### src/rtl/core/csp_pkg.sv
// csp_pkg: shared types, operation codes and sizes for the compacting slot pool.
// No dependencies; imported by csp_front, csp_back and the top level.
`timescale 1ns / 1ps
package csp_pkg;

  localparam int unsigned CapacityDef   = 1024;
  localparam int unsigned ValueWidthDef = 32;

  // field widths fixed by the interface
  localparam int unsigned OpW    = 3;
  localparam int unsigned SlotW  = 10;
  localparam int unsigned CountW = 11;
  localparam int unsigned WordW  = 32;
  localparam int unsigned InW    = 56;
  localparam int unsigned OutW   = 112;

  // raw operation codes on the input stream
  localparam logic [OpW-1:0] OpcSpawn   = 3'd0;
  localparam logic [OpW-1:0] OpcKillOne = 3'd1;
  localparam logic [OpW-1:0] OpcKillAll = 3'd2;
  localparam logic [OpW-1:0] OpcCompact = 3'd3;
  localparam logic [OpW-1:0] OpcRead    = 3'd4;
  localparam logic [OpW-1:0] OpcWrite   = 3'd5;

  // configuration register indexes
  localparam logic CfgCapacity = 1'b0;
  localparam logic CfgDefault  = 1'b1;

  typedef enum logic [2:0] {
    OP_SPAWN, OP_KILL_ONE, OP_KILL_ALL, OP_COMPACT, OP_READ, OP_WRITE, OP_NOP
  } op_e;

  typedef struct packed {
    op_e                kind;
    logic [SlotW-1:0]   slot;
    logic [CountW-1:0]  req;
    logic [WordW-1:0]   wval;
  } cmd_t;

  typedef struct packed {
    logic               status;
    logic [CountW-1:0]  start;
    logic [CountW-1:0]  granted;
    logic [CountW-1:0]  removed;
    logic [WordW-1:0]   id;
    logic [WordW-1:0]   value;
    logic [CountW-1:0]  live;
  } res_t;

  function automatic op_e decode_op(input logic [OpW-1:0] opc);
    op_e k;
    unique case (opc)
      OpcSpawn:   k = OP_SPAWN;
      OpcKillOne: k = OP_KILL_ONE;
      OpcKillAll: k = OP_KILL_ALL;
      OpcCompact: k = OP_COMPACT;
      OpcRead:    k = OP_READ;
      OpcWrite:   k = OP_WRITE;
      default:    k = OP_NOP;
    endcase
    return k;
  endfunction

endpackage

### src/rtl/core/csp_front.sv
// csp_front: accepts requests, decodes the operation and holds them in a
// two-entry queue for the back end. Depends on csp_pkg.
`timescale 1ns / 1ps
module csp_front import csp_pkg::*; (
  input  logic            clk_i,
  input  logic            rst_ni,
  input  logic            in_valid_i,
  output logic            in_ready_o,
  input  logic [InW-1:0]  in_data_i,
  output logic            cmd_valid_o,
  input  logic            cmd_pop_i,
  output cmd_t            cmd_o
);

  cmd_t       buf_q [2];
  logic       head_q, head_d;
  logic [1:0] fill_q, fill_d;
  cmd_t       dec;
  logic       push;
  logic       tail;

  // decode the incoming request
  always_comb begin
    dec.kind = decode_op(in_data_i[OpW-1:0]);
    dec.slot = in_data_i[OpW +: SlotW];
    dec.req  = in_data_i[OpW+SlotW +: CountW];
    dec.wval = in_data_i[OpW+SlotW+CountW +: WordW];
  end

  assign in_ready_o  = (fill_q != 2'd2);
  assign push        = in_valid_i && in_ready_o;
  assign cmd_valid_o = (fill_q != 2'd0);
  assign cmd_o       = buf_q[head_q];
  assign tail        = head_q ^ fill_q[0];

  // advance pointers
  always_comb begin
    head_d = head_q;
    fill_d = fill_q;
    if (cmd_pop_i && cmd_valid_o) begin
      head_d = ~head_q;
      fill_d = fill_d - 2'd1;
    end
    if (push) begin
      fill_d = fill_d + 2'd1;
    end
  end

  always_ff @(posedge clk_i or negedge rst_ni) begin
    if (!rst_ni) begin
      head_q <= 1'b0;
      fill_q <= 2'd0;
    end else begin
      head_q <= head_d;
      fill_q <= fill_d;
    end
  end

  // store the request
  always_ff @(posedge clk_i) begin
    if (push) begin
      buf_q[tail] <= dec;
    end
  end

endmodule

### config.mk
export PLATFORM = sky130hd
export DESIGN_NAME = csp_front
export DESIGN_NICKNAME = d
export VERILOG_FILES = /design/src/rtl/core/csp_pkg.sv /design/src/rtl/core/csp_front.sv
export SDC_FILE = /design/constraint.sdc
export NUM_CORES = 1
export LEC_CHECK = 0
export ABC_AREA = 1
export BUFFER_PORTS_ARGS = -buffer_cell sky130_fd_sc_hd__buf_2
export CELL_PAD_IN_SITES_DETAIL_PLACEMENT = 0
export CELL_PAD_IN_SITES_GLOBAL_PLACEMENT = 1
export CORE_ASPECT_RATIO = 1.75
export CORE_MARGIN = 2
export CORE_UTILIZATION = 44
export DETAILED_ROUTE_END_ITERATION = 7
export GPL_TIMING_DRIVEN = 0
export HOLD_SLACK_MARGIN = 0.03
export PLACE_DENSITY = 0.86
export SETUP_SLACK_MARGIN = 0.1
export SLEW_MARGIN = 25
export SYNTH_ARGS = -nofsm -noshare
export SYNTH_HDL_FRONTEND = slang
export SYNTH_SLANG_ARGS = --single-unit
### constraint.sdc
create_clock -name clk_i -period 10 [get_ports clk_i]
set_clock_uncertainty 0.15 [all_clocks]
set_input_delay 0.5 -clock clk_i [delete_from_list [all_inputs] [get_ports clk_i]]
set_output_delay 0.5 -clock clk_i [all_outputs]
set_load 0.02 [all_outputs]
==> impl_metrics.ini <==
[worst_setup_path]
rr_worst_depth = 7
cp-start-kind = flop
r2r_slack_ps = 7620
cp_data_required_time_ps = 9960
r2r-end = buf_q[1][33]$_DFFE_PP_
cp.arrival_ps = 2340
cp_max_fo = 21
end_kind = flop
r2r-start = fill_q[0]$_DFF_PN0_
criticalPathCategory = flop to flop

[final_layout]
area_growth_pct = 35.61
multi_input_area_um2 = 760.7
seqCellArea_um2 = 3438
final_layout_size_suffix_gt1_frac = 0.3458
fin_nets = 529
diodes = 0
fillers = 762

[routing]
drc = 0
vias = 2745
first_pass_iters = 4
vias_per_cell = 4.560
ant_nets = 0
route.detailed.wl_per_inst_um = 13.78
routed_wl_mm = 8.298
drt_iter0_markers = 121

[placed_design]
port_buffers = 117
gp_congestion = 0.6981
dp_slack_ps = 7564
hpwl_mm = 5.750

[synth]
synth.distinct_cells = 15
synth.top_cell.area_share = 0.7789
synth_edf_count = 112
synth.most_common_cell = nand2_1
netlist_top_cells_count = nand2_1, edfxtp_1, inv_1
ys_seq_area_frac = 0.7963
synth.area.top_cells = edfxtp_1, nand2_1, dfrtp_1, buf_4, buf_6
synthCells = 326
ys_async_sr_fraction = 0.02609
ys_warn_count = 0
synth_top_area_cell = edfxtp_1
syn_area_um2 = 4318
ys_seq_elements = 115
syn_nets = 388
avgSynthCellArea_um2 = 13.25
ys.flop_type = edfxtp_1

[hold_path]
min_from = in_data_i[46]
worst_hold_path.endpoint = buf_q[0][22]$_DFFE_PP_
min_path_type = primary input to flop
worstHoldPathCells = 1

[sta]
rsz0062_at_grt = no
setup_violations = 0
fin_crit_sh = 0.2380
max_freq_mhz = 420.2
hold_violations = 0
slew_headroom = 0.6121
finalWorstSetupSlack_ps = 7620
layout_min_cycle_time_ps = 2380
tns_ps = 0
worstMarginPinSlew_ps = 580.4
slew_violations = 0

[global_routing]
grt_pass1_vias = 2798
grt_pass1_wl_mm = 13.08
grt_use_met1 = 0.1687
grtUsageMet3 = 0.04746
grt_max_degree = 22
use_met2 = 0.2987
busiest_layer = met2
antenna_found_initial = 0
grt_usage = 0.1665
grt_overflow_total = 0

[clock_network]
cts_tree = yes
worstSkewPairLatency_ps = 400
cts_buffer_depth = 2
h-tree-depth = 4
root_buffer = clkbuf_16
cts_made_buffers = 17
postCtsSetupBuffers = 0
path_clk_slew_ps = 50
post_cts_resized = 0
ctsHoldBuffers = 1
clock_sinks = 115

[floorplanning]
start_util = 0.4532
row_count = 47
die_x_um = 78.89
core_area_um2 = 9527
io_pins = 118
dieArea_um2 = 10650
die_h_um = 135.0

[pwr]
static-leakage-power_uw = 0.002569
combPwrFrac = 0.353
powerDensity_nw_per_um2 = 375.8
internal-power_uw = 1440
swShare = 0.3455
irDropWorstVdd_mv = 0.1994
p_sw_uw = 760.2
pwr-share-seq = 0.344
pwr-share-clk = 0.302

[flow_run]
maxCapViolCount = 0

[run_status]
run_status = finished clean
per-stage QoR:
stage	cell area [um^2]	total power, uW	hold slack [ps]	cells	util
after detailed placement	5181	1560	155.6	569	0.5439
after CTS	5856	2234	109.1	602	0.6147
after global placement	5056	1506	154.9	565	0.5307
final	5856	2200	136.2	602	0.6147
after floorplan	4318	1256	54.41	326	-
after global routing	5856	2325	115.2	602	0.6147
how the worst max path moves through the flow:
stage	from	end	slack [ps]	depth (start not counted)
3_5_place_dp	fill_q[0]$_DFF_PN0_	buf_q[1][32]$_DFFE_PP_	7560	7
3_3_place_gp	fill_q[0]$_DFF_PN0_	buf_q[1][17]$_DFFE_PP_	4790	5
2_1_floorplan	fill_q[0]$_DFF_PN0_	buf_q[0][0]$_DFFE_PP_	6170	5
5_1_grt	fill_q[0]$_DFF_PN0_	buf_q[1][32]$_DFFE_PP_	7420	7
4_1_cts	fill_q[0]$_DFF_PN0_	buf_q[1][32]$_DFFE_PP_	7560	7
6_report	fill_q[0]$_DFF_PN0_	buf_q[1][33]$_DFFE_PP_	7620	7
logic make-up after synthesis:
group / Yosys count / synth area share
compound gates: 1 / 0.001739
flops: 115 / 0.7963
simple gates: 182 / 0.1591
buf+inv: 23 / 0.03100
fa+ha+maj: 2 / 0.005794
xor+xnor: 3 / 0.006086
area by class of cell:
type / instances / share of cell area
Multi-Input combinational cell: 188 / 0.1299
Clock buffer: 18 / 0.07329
Clock inverter: 14 / 0.04017
Timing Repair Buffer: 122 / 0.1205
Buffer: 14 / 0.01709
Tap cell: 122 / 0.02607
Inverter: 9 / 0.005769
Sequential cell: 115 / 0.5872
flip-flops by register name (all words and copies together) (netlist names):
| register | count |
|---|---|
| fill_q | 2 |
| head_q | 1 |
| buf_q | 112 |
worst max-delay path, stage by stage, from the launching register on:
cell and delay [ps]:
dfrtp_1 380, inv_1 90, ha_1 210, nor2_1 160
inv_1 140, nor2_4 500, buf_16 240, buf_16 180
per-layer routing:
metal / vias to the layer above / wire length, um
met5: - / 0
met2: 84 / 4713
met4: 0 / 146
met3: 9 / 438
li1: 1376 / -
met1: 1276 / 2998
cell usage in the layout, fill, tap and decap left out, drive strengths merged:
cell type | Yosys | final
a21boi | 1 | 1
nand2 | 174 | 174
ha | 2 | 2
clkbuf | 3 | 21
nand3 | 3 | 3
xor2 | 2 | 2
clkinv | 0 | 5
clkinvlp | 0 | 3
dfrtp | 3 | 3
inv | 9 | 9
buf | 11 | 132
bufinv | 0 | 6
xnor2 | 1 | 1
dlygate4sd3 | 0 | 1
edfxtp | 112 | 112
nor2 | 5 | 5
power groups by stage:
stage               sequential [uW]  clock (uW)  combinational [uW]
global placement                787           0                 718
CTS                             759         679                 797
finish                          757         666                 777
global route                    770         701                 854
floorplan                       774           0                 482
detailed placement              767           0                 793
Power figures use the tool's default switching activity.
